===== config.mk =====
export PLATFORM = sky130hd
export DESIGN_NAME = icns_channel_rle_encoder_unit
export DESIGN_NICKNAME = d
export VERILOG_FILES = /design/src/hdl/icns_rle_pkg.sv /design/src/hdl/icns_channel_rle_encoder_unit.sv /design/src/hdl/icns_rle_front.sv /design/src/hdl/icns_rle_queue.sv /design/src/hdl/icns_rle_back.sv /design/src/hdl/icns_rle_pack.sv
export SDC_FILE = /design/constraint.sdc
export NUM_CORES = 2
export LEC_CHECK = 0
export ABC_AREA = 1
export ABC_CLOCK_PERIOD_IN_PS = 5250
export BUFFER_PORTS_ARGS = -buffer_cell sky130_fd_sc_hd__buf_2
export CAP_MARGIN = 15
export CORE_MARGIN = 10
export CORE_UTILIZATION = 50
export CTS_CLUSTER_SIZE = 10
export DETAILED_ROUTE_END_ITERATION = 8
export PLACE_DENSITY = 0.65
export RECOVER_POWER = 25
export SLEW_MARGIN = 30
export SYNTH_ARGS = -nofsm -noshare
export SYNTH_HDL_FRONTEND = slang
export SYNTH_SLANG_ARGS = --single-unit
export TNS_END_PERCENT = 10

===== constraint.sdc =====
create_clock -name clock -period 5.25 [get_ports clock]
set_input_delay 0.2625 -clock clock [delete_from_list [all_inputs] [get_ports clock]]
set_output_delay 0.2625 -clock clock [all_outputs]
set_load 0.01 [all_outputs]

===== src/hdl/icns_rle_pkg.sv =====
package icns_rle_pkg;

   // Defaults for the top-level parameters
   localparam int LITERAL_CHUNK_MAX = 128;
   localparam int RUN_MAX           = 130;

   // Op queue between the front and the back
   localparam int QUEUE_DEPTH = 4;

   // Fixed field widths
   localparam int BYTE_W     = 8;
   localparam int PIXEL_W    = 32;
   localparam int RUN_LEN_W  = 8;
   localparam int OUT_BYTES_W = 64;
   localparam int COUNT_W    = 4;
   localparam int RSP_DATA_W = 72;
   localparam int WORD_BYTES = 8;

   // Run header is (length - RUN_MIN) + RUN_HDR_BASE
   localparam int RUN_MIN             = 3;
   localparam logic [7:0] RUN_HDR_BASE = 8'h80;

   localparam logic [1:0] CHAN_RESET = 2'd1;

   typedef enum logic {
      OP_CLOSE,
      OP_END
   } op_kind_type;

   // One op for the back: close a run, or end the current pixel's output
   typedef struct packed {
      op_kind_type          kind;
      logic [RUN_LEN_W-1:0] len;
      logic [BYTE_W-1:0]    value;
      logic                 last;
   } op_type;

   typedef enum logic [2:0] {
      BE_IDLE,
      BE_LIT,
      BE_CH_HDR,
      BE_CH_DATA,
      BE_RUN_HDR,
      BE_RUN_VAL,
      BE_END
   } back_state_type;

   // Byte request from the back to the word packer
   typedef struct packed {
      logic              put;
      logic              fin;
      logic              last;
      logic [BYTE_W-1:0] data;
   } pack_req_type;

endpackage


===== src/hdl/icns_channel_rle_encoder_unit.sv =====
// Channel     | Direction | Payload
// req_*       | in        | tdata[31:0] pixel_word, tlast last_pixel
// rsp_*       | out       | tdata[63:0] out_bytes, [67:64] byte_count, tlast stream_end
// csr_*       | in        | channel_select, written when csr_we is high
//
// The front takes a new pixel only once every op of the last one is in the op
// queue: it accepts the pixel, then pushes its ops (run close, run close at cap or
// end, end of pixel) in order while the queue has room. The back takes each op,
// stores literal bytes, passes output bytes to the packer and closes the pixel's
// output; a literal chunk is its count minus one, then its bytes, read from the
// literal store one byte a cycle while the packer accepts. Reset is synchronous;
// the literal store needs no clearing pass. A stall on rsp holds the back at the
// packer; the queue keeps the front going until it fills.
module icns_channel_rle_encoder_unit #(
   parameter int LITERAL_CHUNK_MAX = icns_rle_pkg::LITERAL_CHUNK_MAX,
   parameter int RUN_MAX           = icns_rle_pkg::RUN_MAX
) (
   input  logic                                clock,
   input  logic                                reset,
   input  logic                                req_tvalid,
   output logic                                req_tready,
   input  logic [icns_rle_pkg::PIXEL_W-1:0]    req_tdata,  // [31:0] pixel_word
   input  logic                                req_tlast,
   output logic                                rsp_tvalid,
   input  logic                                rsp_tready,
   // [63:0] out_bytes, [67:64] byte_count, [71:68] zero
   output logic [icns_rle_pkg::RSP_DATA_W-1:0] rsp_tdata,
   output logic                                rsp_tlast,
   input  logic                                csr_we,
   input  logic [1:0]                          csr_wdata
);

   logic [1:0] chan_ff, chan_in;

   logic                       q_push;
   icns_rle_pkg::op_type       q_push_op;
   logic                       q_full;
   logic                       q_pop;
   icns_rle_pkg::op_type       q_pop_op;
   logic                       q_empty;
   icns_rle_pkg::pack_req_type pk_req;
   logic                       pk_acc;

   assign chan_in = csr_we ? csr_wdata : chan_ff;

   always_ff @(posedge clock) begin
      if (reset) begin
         chan_ff <= icns_rle_pkg::CHAN_RESET;
      end else begin
         chan_ff <= chan_in;
      end
   end

   icns_rle_front #(
      .RUN_MAX (RUN_MAX)
   ) u_front (
      .clock     (clock),
      .reset     (reset),
      .chan_sel  (chan_ff),
      .pix_valid (req_tvalid),
      .pix_ready (req_tready),
      .pix_word  (req_tdata),
      .pix_last  (req_tlast),
      .q_push    (q_push),
      .q_op      (q_push_op),
      .q_full    (q_full)
   );

   icns_rle_queue #(
      .DEPTH (icns_rle_pkg::QUEUE_DEPTH)
   ) u_queue (
      .clock   (clock),
      .reset   (reset),
      .push    (q_push),
      .push_op (q_push_op),
      .full    (q_full),
      .pop     (q_pop),
      .pop_op  (q_pop_op),
      .empty   (q_empty)
   );

   icns_rle_back #(
      .LITERAL_CHUNK_MAX (LITERAL_CHUNK_MAX)
   ) u_back (
      .clock   (clock),
      .reset   (reset),
      .q_empty (q_empty),
      .q_op    (q_pop_op),
      .q_pop   (q_pop),
      .pk_req  (pk_req),
      .pk_acc  (pk_acc)
   );

   icns_rle_pack u_pack (
      .clock      (clock),
      .reset      (reset),
      .pk_req     (pk_req),
      .pk_acc     (pk_acc),
      .rsp_tvalid (rsp_tvalid),
      .rsp_tready (rsp_tready),
      .rsp_tdata  (rsp_tdata),
      .rsp_tlast  (rsp_tlast)
   );

`ifndef SYNTH
   a_count_range: assert property (@(posedge clock) disable iff (reset)
      rsp_tvalid |-> (rsp_tdata[67:64] != 4'd0) && (rsp_tdata[67:64] <= 4'd8))
      else $error("word byte count out of range");

   a_tail_zero: assert property (@(posedge clock) disable iff (reset)
      (rsp_tvalid && (rsp_tdata[67:64] != 4'd8)) |-> (rsp_tdata[7:0] == 8'd0))
      else $error("bytes past the count of a short word are not zero");

   a_front_busy: assert property (@(posedge clock) disable iff (reset)
      (req_tvalid && req_tready) |=> !req_tready)
      else $error("front took a pixel while its ops were still pending");
`endif

endmodule


===== src/hdl/icns_rle_front.sv =====
module icns_rle_front #(
   parameter int RUN_MAX = icns_rle_pkg::RUN_MAX
) (
   input  logic                             clock,
   input  logic                             reset,
   input  logic [1:0]                       chan_sel,
   input  logic                             pix_valid,
   output logic                             pix_ready,
   input  logic [icns_rle_pkg::PIXEL_W-1:0] pix_word,
   input  logic                             pix_last,
   output logic                             q_push,
   output icns_rle_pkg::op_type             q_op,
   input  logic                             q_full
);

   localparam int LW = icns_rle_pkg::RUN_LEN_W;
   localparam int BW = icns_rle_pkg::BYTE_W;

   logic [BW-1:0]        run_val_ff, run_val_in;
   logic [LW-1:0]        run_len_ff, run_len_in;
   logic [2:0]           pend_ff, pend_in;
   icns_rle_pkg::op_type pend_op_ff [3];
   icns_rle_pkg::op_type pend_op_in [3];

   logic          accept;
   logic [BW-1:0] sel_byte;
   logic          same;
   logic [LW-1:0] len_new;
   logic [BW-1:0] val_new;
   logic          cap;
   logic [1:0]    head;

   assign pix_ready = (pend_ff == 3'b000) && !reset;
   assign accept    = pix_valid && pix_ready;
   assign sel_byte  = pix_word[{~chan_sel, 3'b000} +: BW];
   assign same      = (run_len_ff != '0) && (sel_byte == run_val_ff);
   assign len_new   = same ? run_len_ff + LW'(1) : LW'(1);
   assign val_new   = same ? run_val_ff : sel_byte;
   assign cap       = (len_new >= LW'(RUN_MAX));

   // oldest pending op first
   assign head   = pend_ff[0] ? 2'd0 : (pend_ff[1] ? 2'd1 : 2'd2);
   assign q_push = (pend_ff != 3'b000) && !q_full;
   assign q_op   = pend_op_ff[head];

   always_comb begin
      run_val_in = run_val_ff;
      run_len_in = run_len_ff;
      pend_in    = pend_ff;
      pend_op_in = pend_op_ff;
      if (q_push) begin
         pend_in[head] = 1'b0;
      end
      if (accept) begin
         // close the run that this byte breaks
         pend_in[0]          = !same && (run_len_ff != '0);
         pend_op_in[0].kind  = icns_rle_pkg::OP_CLOSE;
         pend_op_in[0].len   = run_len_ff;
         pend_op_in[0].value = run_val_ff;
         pend_op_in[0].last  = 1'b0;
         // close the current run at the cap or at the end of the stream
         pend_in[1]          = cap || pix_last;
         pend_op_in[1].kind  = icns_rle_pkg::OP_CLOSE;
         pend_op_in[1].len   = len_new;
         pend_op_in[1].value = val_new;
         pend_op_in[1].last  = 1'b0;
         pend_in[2]          = 1'b1;
         pend_op_in[2].kind  = icns_rle_pkg::OP_END;
         pend_op_in[2].len   = '0;
         pend_op_in[2].value = '0;
         pend_op_in[2].last  = pix_last;
         if (pix_last) begin
            run_val_in = '0;
            run_len_in = '0;
         end else begin
            run_val_in = val_new;
            run_len_in = cap ? '0 : len_new;
         end
      end
   end

   always_ff @(posedge clock) begin
      if (reset) begin
         run_val_ff <= '0;
         run_len_ff <= '0;
         pend_ff    <= '0;
      end else begin
         run_val_ff <= run_val_in;
         run_len_ff <= run_len_in;
         pend_ff    <= pend_in;
      end
   end

   always_ff @(posedge clock) begin
      pend_op_ff <= pend_op_in;
   end

endmodule


===== src/hdl/icns_rle_queue.sv =====
module icns_rle_queue #(
   parameter int DEPTH = icns_rle_pkg::QUEUE_DEPTH
) (
   input  logic                 clock,
   input  logic                 reset,
   input  logic                 push,
   input  icns_rle_pkg::op_type push_op,
   output logic                 full,
   input  logic                 pop,
   output icns_rle_pkg::op_type pop_op,
   output logic                 empty
);

   localparam int AW = (DEPTH > 1) ? $clog2(DEPTH) : 1;

   icns_rle_pkg::op_type slot_ff [DEPTH];
   logic [AW:0]          wr_ptr_ff, wr_ptr_in;
   logic [AW:0]          rd_ptr_ff, rd_ptr_in;

   assign empty  = (wr_ptr_ff == rd_ptr_ff);
   assign full   = (wr_ptr_ff[AW-1:0] == rd_ptr_ff[AW-1:0]) &&
                   (wr_ptr_ff[AW] != rd_ptr_ff[AW]);
   assign pop_op = slot_ff[rd_ptr_ff[AW-1:0]];

   assign wr_ptr_in = (push && !full) ? wr_ptr_ff + (AW+1)'(1) : wr_ptr_ff;
   assign rd_ptr_in = (pop && !empty) ? rd_ptr_ff + (AW+1)'(1) : rd_ptr_ff;

   always_ff @(posedge clock) begin
      if (reset) begin
         wr_ptr_ff <= '0;
         rd_ptr_ff <= '0;
      end else begin
         wr_ptr_ff <= wr_ptr_in;
         rd_ptr_ff <= rd_ptr_in;
      end
   end

   always_ff @(posedge clock) begin
      if (push && !full) begin
         slot_ff[wr_ptr_ff[AW-1:0]] <= push_op;
      end
   end

endmodule


===== src/hdl/icns_rle_back.sv =====
module icns_rle_back #(
   parameter int LITERAL_CHUNK_MAX = icns_rle_pkg::LITERAL_CHUNK_MAX
) (
   input  logic                       clock,
   input  logic                       reset,
   input  logic                       q_empty,
   input  icns_rle_pkg::op_type       q_op,
   output logic                       q_pop,
   output icns_rle_pkg::pack_req_type pk_req,
   input  logic                       pk_acc
);

   localparam int CW = $clog2(LITERAL_CHUNK_MAX + 1);
   localparam int AW = (LITERAL_CHUNK_MAX > 1) ? $clog2(LITERAL_CHUNK_MAX) : 1;
   localparam int LW = icns_rle_pkg::RUN_LEN_W;
   localparam int BW = icns_rle_pkg::BYTE_W;

   icns_rle_pkg::back_state_type state_ff, state_in;
   icns_rle_pkg::back_state_type ret_ff, ret_in;
   logic [LW-1:0] len_ff, len_in;
   logic [BW-1:0] val_ff, val_in;
   logic          last_ff, last_in;
   logic [1:0]    rem_ff, rem_in;
   logic [CW-1:0] cnt_ff, cnt_in;
   logic [CW-1:0] idx_ff, idx_in;
   logic [BW-1:0] rd_data_ff;
   logic [BW-1:0] lit_mem [LITERAL_CHUNK_MAX];

   logic [CW-1:0] cnt_inc;
   logic [CW-1:0] idx_inc;
   logic          chunk_full;
   logic          chunk_done;
   logic          more_lit;
   logic          wr_en;
   logic          rd_en;
   logic [AW-1:0] rd_addr;

   assign cnt_inc    = cnt_ff + CW'(1);
   assign idx_inc    = idx_ff + CW'(1);
   assign chunk_full = (cnt_inc == CW'(LITERAL_CHUNK_MAX));
   assign chunk_done = (idx_inc == cnt_ff);
   assign more_lit   = (rem_ff != 2'd1);

   // next state
   always_comb begin
      state_in = state_ff;
      ret_in   = ret_ff;
      unique case (state_ff)
         icns_rle_pkg::BE_IDLE: begin
            if (!q_empty) begin
               unique case (q_op.kind)
                  icns_rle_pkg::OP_END: begin
                     if (q_op.last && (cnt_ff != '0)) begin
                        state_in = icns_rle_pkg::BE_CH_HDR;
                        ret_in   = icns_rle_pkg::BE_END;
                     end else begin
                        state_in = icns_rle_pkg::BE_END;
                     end
                  end
                  icns_rle_pkg::OP_CLOSE: begin
                     if (q_op.len >= LW'(icns_rle_pkg::RUN_MIN)) begin
                        if (cnt_ff != '0) begin
                           state_in = icns_rle_pkg::BE_CH_HDR;
                           ret_in   = icns_rle_pkg::BE_RUN_HDR;
                        end else begin
                           state_in = icns_rle_pkg::BE_RUN_HDR;
                        end
                     end else begin
                        state_in = icns_rle_pkg::BE_LIT;
                     end
                  end
                  default: state_in = icns_rle_pkg::BE_IDLE;
               endcase
            end
         end
         icns_rle_pkg::BE_LIT: begin
            if (chunk_full) begin
               state_in = icns_rle_pkg::BE_CH_HDR;
               ret_in   = more_lit ? icns_rle_pkg::BE_LIT : icns_rle_pkg::BE_IDLE;
            end else begin
               state_in = more_lit ? icns_rle_pkg::BE_LIT : icns_rle_pkg::BE_IDLE;
            end
         end
         icns_rle_pkg::BE_CH_HDR: begin
            if (pk_acc) state_in = icns_rle_pkg::BE_CH_DATA;
         end
         icns_rle_pkg::BE_CH_DATA: begin
            if (pk_acc && chunk_done) state_in = ret_ff;
         end
         icns_rle_pkg::BE_RUN_HDR: begin
            if (pk_acc) state_in = icns_rle_pkg::BE_RUN_VAL;
         end
         icns_rle_pkg::BE_RUN_VAL: begin
            if (pk_acc) state_in = icns_rle_pkg::BE_IDLE;
         end
         icns_rle_pkg::BE_END: begin
            if (pk_acc) state_in = icns_rle_pkg::BE_IDLE;
         end
         default: state_in = icns_rle_pkg::BE_IDLE;
      endcase
   end

   // outputs
   always_comb begin
      q_pop   = 1'b0;
      pk_req  = '0;
      wr_en   = 1'b0;
      rd_en   = 1'b0;
      rd_addr = idx_inc[AW-1:0];
      unique case (state_ff)
         icns_rle_pkg::BE_IDLE: begin
            q_pop = !q_empty;
         end
         icns_rle_pkg::BE_LIT: begin
            wr_en = 1'b1;
         end
         icns_rle_pkg::BE_CH_HDR: begin
            pk_req.put  = 1'b1;
            pk_req.data = BW'(cnt_ff - CW'(1));
            rd_en       = pk_acc;
            rd_addr     = '0;
         end
         icns_rle_pkg::BE_CH_DATA: begin
            pk_req.put  = 1'b1;
            pk_req.data = rd_data_ff;
            rd_en       = pk_acc && !chunk_done;
         end
         icns_rle_pkg::BE_RUN_HDR: begin
            pk_req.put  = 1'b1;
            pk_req.data = BW'(len_ff - LW'(icns_rle_pkg::RUN_MIN)) +
                          icns_rle_pkg::RUN_HDR_BASE;
         end
         icns_rle_pkg::BE_RUN_VAL: begin
            pk_req.put  = 1'b1;
            pk_req.data = val_ff;
         end
         icns_rle_pkg::BE_END: begin
            pk_req.fin  = 1'b1;
            pk_req.last = last_ff;
         end
         default: q_pop = 1'b0;
      endcase
   end

   // datapath
   always_comb begin
      len_in  = len_ff;
      val_in  = val_ff;
      last_in = last_ff;
      rem_in  = rem_ff;
      cnt_in  = cnt_ff;
      idx_in  = idx_ff;
      if (q_pop) begin
         len_in  = q_op.len;
         val_in  = q_op.value;
         last_in = q_op.last;
         rem_in  = q_op.len[1:0];
      end
      if (wr_en) begin
         cnt_in = cnt_inc;
         rem_in = rem_ff - 2'd1;
      end
      if ((state_ff == icns_rle_pkg::BE_CH_HDR) && pk_acc) begin
         idx_in = '0;
      end
      if ((state_ff == icns_rle_pkg::BE_CH_DATA) && pk_acc) begin
         if (chunk_done) cnt_in = '0;
         else idx_in = idx_inc;
      end
   end

   always_ff @(posedge clock) begin
      if (reset) begin
         state_ff <= icns_rle_pkg::BE_IDLE;
         ret_ff   <= icns_rle_pkg::BE_IDLE;
         cnt_ff   <= '0;
         rem_ff   <= '0;
      end else begin
         state_ff <= state_in;
         ret_ff   <= ret_in;
         cnt_ff   <= cnt_in;
         rem_ff   <= rem_in;
      end
   end

   always_ff @(posedge clock) begin
      len_ff  <= len_in;
      val_ff  <= val_in;
      last_ff <= last_in;
      idx_ff  <= idx_in;
   end

   // literal store, held read data while the packer stalls
   always_ff @(posedge clock) begin
      if (wr_en) begin
         lit_mem[cnt_ff[AW-1:0]] <= val_ff;
      end
      if (rd_en) begin
         rd_data_ff <= lit_mem[rd_addr];
      end
   end

endmodule


===== src/hdl/icns_rle_pack.sv =====
module icns_rle_pack (
   input  logic                                clock,
   input  logic                                reset,
   input  icns_rle_pkg::pack_req_type          pk_req,
   output logic                                pk_acc,
   output logic                                rsp_tvalid,
   input  logic                                rsp_tready,
   output logic [icns_rle_pkg::RSP_DATA_W-1:0] rsp_tdata,
   output logic                                rsp_tlast
);

   localparam int WW = icns_rle_pkg::OUT_BYTES_W;
   localparam int CW = icns_rle_pkg::COUNT_W;
   localparam int BW = icns_rle_pkg::BYTE_W;
   localparam int PAD_W = icns_rle_pkg::RSP_DATA_W - WW - CW;
   localparam logic [CW-1:0] FULL = CW'(icns_rle_pkg::WORD_BYTES);

   logic [WW-1:0] pack_ff, pack_in;
   logic [CW-1:0] cnt_ff, cnt_in;
   logic          out_valid_ff, out_valid_in;
   logic [WW-1:0] out_bytes_ff, out_bytes_in;
   logic [CW-1:0] out_cnt_ff, out_cnt_in;
   logic          out_end_ff, out_end_in;

   logic out_free;
   logic need_push;
   logic load;
   logic load_end;

   assign out_free  = !out_valid_ff || rsp_tready;
   assign need_push = (pk_req.put && (cnt_ff == FULL)) ||
                      (pk_req.fin && (cnt_ff != '0));
   assign pk_acc    = !need_push || out_free;

   always_comb begin
      pack_in  = pack_ff;
      cnt_in   = cnt_ff;
      load     = 1'b0;
      load_end = 1'b0;
      if (pk_acc) begin
         if (pk_req.put) begin
            // a full word leaves when another byte arrives or when the pixel's output closes
            load = (cnt_ff == FULL);
            if ((cnt_ff == '0) || (cnt_ff == FULL)) begin
               pack_in = {pk_req.data, (WW-BW)'(0)};
               cnt_in  = CW'(1);
            end else begin
               pack_in[{~cnt_ff[2:0], 3'b000} +: BW] = pk_req.data;
               cnt_in = cnt_ff + CW'(1);
            end
         end else if (pk_req.fin) begin
            load     = (cnt_ff != '0);
            load_end = pk_req.last;
            cnt_in   = '0;
         end
      end
   end

   always_comb begin
      out_bytes_in = out_bytes_ff;
      out_cnt_in   = out_cnt_ff;
      out_end_in   = out_end_ff;
      out_valid_in = out_valid_ff && !rsp_tready;
      if (load) begin
         out_valid_in = 1'b1;
         out_bytes_in = pack_ff;
         out_cnt_in   = cnt_ff;
         out_end_in   = load_end;
      end
   end

   always_ff @(posedge clock) begin
      if (reset) begin
         cnt_ff       <= '0;
         out_valid_ff <= 1'b0;
      end else begin
         cnt_ff       <= cnt_in;
         out_valid_ff <= out_valid_in;
      end
   end

   always_ff @(posedge clock) begin
      pack_ff      <= pack_in;
      out_bytes_ff <= out_bytes_in;
      out_cnt_ff   <= out_cnt_in;
      out_end_ff   <= out_end_in;
   end

   assign rsp_tvalid = out_valid_ff;
   assign rsp_tdata  = {PAD_W'(0), out_cnt_ff, out_bytes_ff};
   assign rsp_tlast  = out_end_ff;

endmodule


# --- Word-level counts from Yosys, hierarchy flattened ---
# Memories as Yosys holds them, arrays and structs flattened. A register that Yosys moved wholly into a read port is not among the register bits.
# Index checks and enable logic that the tools add are counted.
totals:
  memories: 2
  ram_bits: 1096
  reg_bits: 239
  out_inout_bits: 75
  input_bits: 40
  wordCells: 190
classes:
  order_cmp: 5
  addsub: 11
  n_mux: 63
  bitwise: 9
  n_reduce_logical: 48
  shifts: 3
  eq_ne: 23
mem_list:
  columns: ["memory", "words", "width", "rd", "rd_clocked_by_memory_dff", "write_ports", "line_no", "text"]
  rows:
  - ["u_back.lit_mem", 128, 8, 1, 1, 1, "icns_rle_back.sv:27", "logic [BW-1:0] lit_mem [LITERAL_CHUNK_MAX];"]
  - ["u_queue.slot_ff", 4, 18, 1, 1, 1, "icns_rle_queue.sv:16", "icns_rle_pkg::op_type slot_ff [DEPTH];"]
ops:
  columns: ["operator", "count"]
  rows:
  - ["$mux W8", 11]
  - ["$bwmux W64", 1]
  - ["$mux W64", 1]
  - ["$shift A8 B8 Y64 const A", 1]
  - ["$shiftx A8 B8 Y64", 1]
  - ["$mux W3", 16]
  - ["$bmux W18 S2", 1]
  - ["$mux W18", 2]
  - ["$pmux W8 S4", 1]
  - ["$shiftx A32 B6 Y8", 1]
  - ["$add A8 B1 Y8 const B", 3]
  - ["$pmux W3 S2", 3]
  - ["$pmux W3 S6", 1]
  - ["$logic_and A1 B1 Y1", 17]
  - ["$eq A8 B8 Y1", 2]
  - ["$reduce_bool A8 Y1", 2]
  - ["$mux W2", 7]
  - ["$mux W1", 13]
  - ["$mux W4", 3]
  - ["$ne A2 B1 Y1 const B", 6]
  - ["$eq A3 B3 Y1 const B", 3]
  - ["$add A8 B8 Y8 const B", 1]
  - ["$eq A8 B8 Y1 const B", 1]
  - ["$ge A8 B2 Y1 const B", 1]
  - ["other kinds (39)", 63]

# --- Longest topological paths before layout ---
depth:
  word_depth: 11
  depth_mapped: 19
  mapped_depth_nobuf: 17

# --- Hierarchy ---
# A second synthesis with hierarchy kept.
unflattened:
  hier_cells: 5538
  area_unflattened_um2: 59504.6
modules_own_cells:
  columns: ["mod", "area_per_inst_um2", "cells_each", "n_inst"]
  rows:
  - ["icns_rle_back", 47914.7, 4500, 1]
  - ["icns_rle_pack", 5587.9, 442, 1]
  - ["icns_rle_queue", 3168.0, 250, 1]
  - ["icns_rle_front", 2755.1, 334, 1]
  - ["icns_channel_rle_encoder_unit", 78.8, 12, 1]

# --- Worst setup path after synthesis ---
# No wires, ideal clock.
synth_path:
  path_kind: "reg-to-reg"
  from: "register u_back.state_ff[2]"
  to: "register u_pack.out_bytes_ff[0], enable pin"
  setup_ps: 497
  stages_incl_launch_ff: 7
  required_ps: 4753
  slack_ps: 688
  arrival_ps: 4065
  cell_sequence: "dfxtp_1 -> inv_2 -> nor3_2 -> nor4_2 -> o21ai_1 -> inv_1 -> nor2_1"
synth_via:
  elab_chain_len: 8
  elab_cells_between_ends: 16
synth_lines:
  columns: ["item", "line_no", "text"]
  rows:
  - ["start: declaration", "icns_rle_back.sv:18", "icns_rle_pkg::back_state_type state_ff, state_in;"]
  - ["start signal: assignment", "icns_rle_back.sv:174", "state_ff <= icns_rle_pkg::BE_IDLE;"]
  - ["start signal: assignment", "icns_rle_back.sv:179", "state_ff <= state_in;"]
  - ["$eq A3 B3 Y1 / $eq A3 B2 Y1 (equally long branches)", "icns_rle_back.sv:110", "unique case (state_ff)"]
  - ["$reduce_or A4 Y1 (no line)", null, null]
  - ["$mux W1", "icns_rle_back.sv:110", null]
  - ["$logic_and A1 B1 Y1", "icns_rle_pack.sv:31", "assign need_push = (pk_req.put && (cnt_ff == FULL)) ||"]
  - ["$logic_or A1 B1 Y1", "icns_rle_pack.sv:31", null]
  - ["$logic_not A1 Y1", "icns_rle_pack.sv:33", "assign pk_acc = !need_push || out_free;"]
  - ["$logic_or A1 B1 Y1", "icns_rle_pack.sv:33", null]
  - ["$mux W1 (*)", "icns_rle_pack.sv:40", "if (pk_acc) begin"]
  - ["net u_pack.load", "icns_rle_pack.sv:27", "logic load;"]
  - ["end signal: assignment", "icns_rle_pack.sv:84", "out_bytes_ff <= out_bytes_in;"]
  - ["end: declaration", "icns_rle_pack.sv:21", "logic [WW-1:0] out_bytes_ff, out_bytes_in;"]
# Mark *: on every way through the listed nets, which the timed path passes. The rest lies on a longest branch.
# A chain may end at the register's enable or synchronous reset.

# --- Final worst setup path ---
layout_path:
  from: "register u_back.val_ff[1]"
  to: "memory u_back.lit_mem[90][1] in the netlist's numbering, data pin"
layout_lines:
  columns: ["item", "line_no", "text"]
  rows:
  - ["start: declaration", "icns_rle_back.sv:21", "logic [BW-1:0] val_ff, val_in;"]
  - ["start signal: assignment", "icns_rle_back.sv:188", "val_ff <= val_in;"]
  - ["end: declaration", "icns_rle_back.sv:27", null]
# Straight into the memory's write port.

==> metrics.md <==
| Metric | Value |
|---|---|
| Outcome | `finished with violations` |
| Failing checks | `max-capacitance violations, max-slew violations` |
| Drt via density | `6.03` |
| R2r startpoint | `u_back.val_ff[1]$_DFFE_PP_` |
| Placed cells | `5609` |
| Io pins | `115` |
| R2R depth | `2` |
| Share of layout cells above drive strength 1 | `between 10% and 20%` |
| Unrepaired setup endpoints after global routing | `false` |
| H-tree depth | `4` |
| Hold buffers post-CTS | `31` |
| Final period util | `between 70% and 80%` |
| Worst-Skew Late Latency | `760 ps` |
| R2R setup slack | `1130 ps` |
| 1st-iter DRT viols | `4221` |
| Register Area | `between 0.03 and 0.04 mm²` |
| Max clock buf depth | `3` |
| Total power | `around 34 mW` |
| Vias in the first global route | `34.1k` |
| Rel. slew slack | `-142%` |
| Final Hold Vio Count | `0` |
| Setup violators final | `0` |
| Starting Density | `50.4%` |
| Root buf cell | `clkbuf_16` |
| Seq/Total Area, Yosys | `72.5%` |
| Post-Syn Instances | `approximately 4.3k` |
| RR Endpoint | `u_back.lit_mem[90][1]$_DFFE_PP_` |
| Clk pin slew, worst setup/hold paths | `roughly 50 ps` |
| Crit path launch | `u_back.val_ff[1]$_DFFE_PP_` |
| Clk sinks | `roughly 1.3k` |
| Final std cells w/o fill | `~5.9k` |
| CTS tree | `yes` |
| Global-route wire length before repair | `approximately 210000 µm` |
| Top delay family on crit path | `buffers and inverters` |
| Die height | `351 µm` |
| Worst Skew | `a little over 30 ps` |
| Hold Path Origin | `reset` |
| # rows | `121` |
| Die area | `0.124 mm²` |
| Hold Path Stages | `2` |
| Antenna violations before repair | `2` |
| Maximum vdd ir drop | `482 µV` |
| Slowest-stage cell, CP | `clkbuf_1` |
| CP Max Fanout | `70` |
| Core footprint | `0.109 mm²` |
| Min cycle time layout | `4120 ps` |
| Crit. End Element | `flop` |
| Net count, final | `roughly 4.4k` |
| Kind of critical path | `flop to flop` |
| Synth Warn # | `0` |
| # DRC | `0` |
| Share of the synthesized area in the top cell type | `a little over two thirds` |
| Average size of a mapped cell | `12.9 µm²` |
| Worst EP required | `between 5000 and 6000 ps` |
| Total grt overflow | `0` |
| Slew @ Worst Pin | `3620 ps` |
| Post-synth EDFFs | `1287` |
| Leakage power | `about 20 nW` |
| GRT Overall Usage | `approximately 23%` |
| Postcts setup bufs | `0` |
| Post-synthesis register bit count | `1345` |
| Drt total wl | `between 100000 and 150000 µm` |
| Antenna Nets Post-Route | `0` |
| CP cell instances | `clkbuf_1 > buf_4` |
| Synth top area cells | `edfxtp_1, o211ai_1, o21ai_0` |
| Placer Congestion | `0.848` |
| Cell Area, Placed | `between 0.05 and 0.06 mm²` |
| Inserted Clock Buffers | `around 150` |
| Crit path DAT | `about 4600 ps` |
| Power per cell area | `560 mW/mm²` |
| Worst Hold Class | `input port to flop` |
| Vias post-DR | `35.3k` |
| Synth cell types | `48` |
| Post-synth top flop | `edfxtp_1` |
| # resized after CTS | `0` |
| Hold Path End | `chan_ff[1]$_SDFFE_PP0P_` |
| Fill cells | `roughly 8.7k` |
| Post-synth ARST share | `0%` |
| # port buffers | `110` |
| Area of the multi-input gates | `0.0134 mm²` |
| Hold Worst Slack | `about 71 ps` |
| Die Wd | `~350 µm` |
| Setup TNS | `0 ps` |
| Post-route cell area | `0.0615 mm²` |
| HPWL after DPL | `about 83000 µm` |
| CP Launch Type | `flop` |
| Area growth, synth to finish | `11.9%` |
| Post-Syn Area | `0.0549 mm²` |
| Max Cap Viol | `7` |
| Final Max Tran Viols | `418` |
| Worst path max stage delay | `2520 ps` |
| Crit path buf inv count | `2` |
| Wire per inst | `24.4 µm` |
| Cell taking the most area after synthesis | `edfxtp_1` |
| Drt pass-1 iters | `6` |
| Fmax | `243 MHz` |
| Largest net degree at the start of global routing | `170` |
sequential cells by signal (all words and copies together) (netlist names), 2 cells and up, named ones only:
signal / count
u_pack.out_cnt_ff: 4
u_front.run_val_ff: 8
u_front.run_len_ff: 8
u_front.pend_op_ff: 33
chan_ff: 2
u_back.rem_ff: 2
u_back.rd_data_ff: 8
u_front.pend_ff: 3
u_queue.slot_ff: 72
u_queue.rd_ptr_ff: 3
u_back.val_ff: 8
u_queue.wr_ptr_ff: 3
u_back.cnt_ff: 8
u_pack.pack_ff: 64
u_pack.out_bytes_ff: 64
u_back.len_ff: 8
u_pack.cnt_ff: 4
u_back.state_ff: 3
u_back.idx_ff: 8
u_back.lit_mem: 1024
u_back.ret_ff: 3
worst register-to-register path: cells and delay by family (launching register included):
family	cells	cell delay, ps
buf+inv	2	3460
flops	1	320
layout by cell type, fill, tap and decap left out, types with 69 or more instances in the layout:
cell type	instances
nand3_1	363
nor2_1	451
a21oi_1	103
clkbuf_16	156
inv_1	153
o211ai_1	327
or2_2	244
buf_2	88
o221ai_1	90
edfxtp_1	1287
nand2_1	355
o21ai_0	382
clkbuf_1	69
final cells by class:
| type | instances | area share (%) |
|---|---|---|
| Clock inverter | 19 | 0.346 |
| Clock buffer | 191 | 6.57 |
| Sequential cell | 1345 | 64.8 |
| Antenna cell | 1 | 0.00407 |
| Multi-Input combinational cell | 2486 | 21.7 |
| Inverter | 172 | 1.08 |
| Tap cell | 1414 | 2.88 |
| Timing Repair Buffer | 226 | 2.62 |
worst max path at each step:
| stage | end | depth (start not counted) | slack [ps] |
|---|---|---|---|
| after floorplan | u_pack.out_bytes_ff[0]$_DFFE_PP_ | 6 | 690 |
| after global placement | u_back.rd_data_ff[3]$_DFFE_PP_ | 12 | 1640 |
| after detailed placement | u_back.rd_data_ff[3]$_DFFE_PP_ | 12 | 1570 |
| final | u_back.lit_mem[90][1]$_DFFE_PP_ | 2 | 1130 |
| after CTS | u_back.rd_data_ff[3]$_DFFE_PP_ | 12 | 1550 |
| after global routing | u_back.lit_mem[94][6]$_DFFE_PP_ | 2 | 850 |
through the flow:
stage | util [%] | worst slack, ps
after floorplan | - | 688
after global placement | 52.2 | 1640
after detailed placement | 52.2 | 1570
after CTS | 56.4 | 1550
after global routing | 56.4 | 851
final | 56.4 | 1130
cells by family after synthesis:
logic type / count (synthesis) / synth area share (%)
flip-flops: 1345 / 72.5
other: 1 / 0.00683
adder cells (fa/ha/maj): 16 / 0.364
AO/OA/AOI/OAI: 967 / 11.1
XOR/XNOR: 17 / 0.285
AND/OR/NAND/NOR: 1482 / 12.4
buffers and inverters: 444 / 3.35
Yosys cell counts (12+ instances only):
master,count
nor3_1,17
ha_1,16
clkbuf_1,157
edfxtp_1,1287
nand3_1,363
a21oi_1,103
o221ai_1,90
nand2_1,356
nor2_1,462
dfxtp_1,58
inv_1,156
or2_2,244
buf_4,14
nand4_1,12
buf_2,89
o21ai_0,382
inv_2,14
o211ai_1,327
o22ai_1,40
metal layers:
| metal | global-route usage (%) | share of wire, % |
|---|---|---|
| met1 | 31.4 | 41 |
| met3 | 4.05 | 8.3 |
| met4 | 8.60 | 3.2 |
| met2 | 36.0 | 47 |
| met5 | 0 | 0.0091 |
report_power, final:
part	total, mW	internal (mW)	switching (mW)
clock	9.39	5.37	4.02
combinational	10.8	2.93	7.88
sequential	14.2	13.8	0.367
Power figures use the tool's default switching activity.
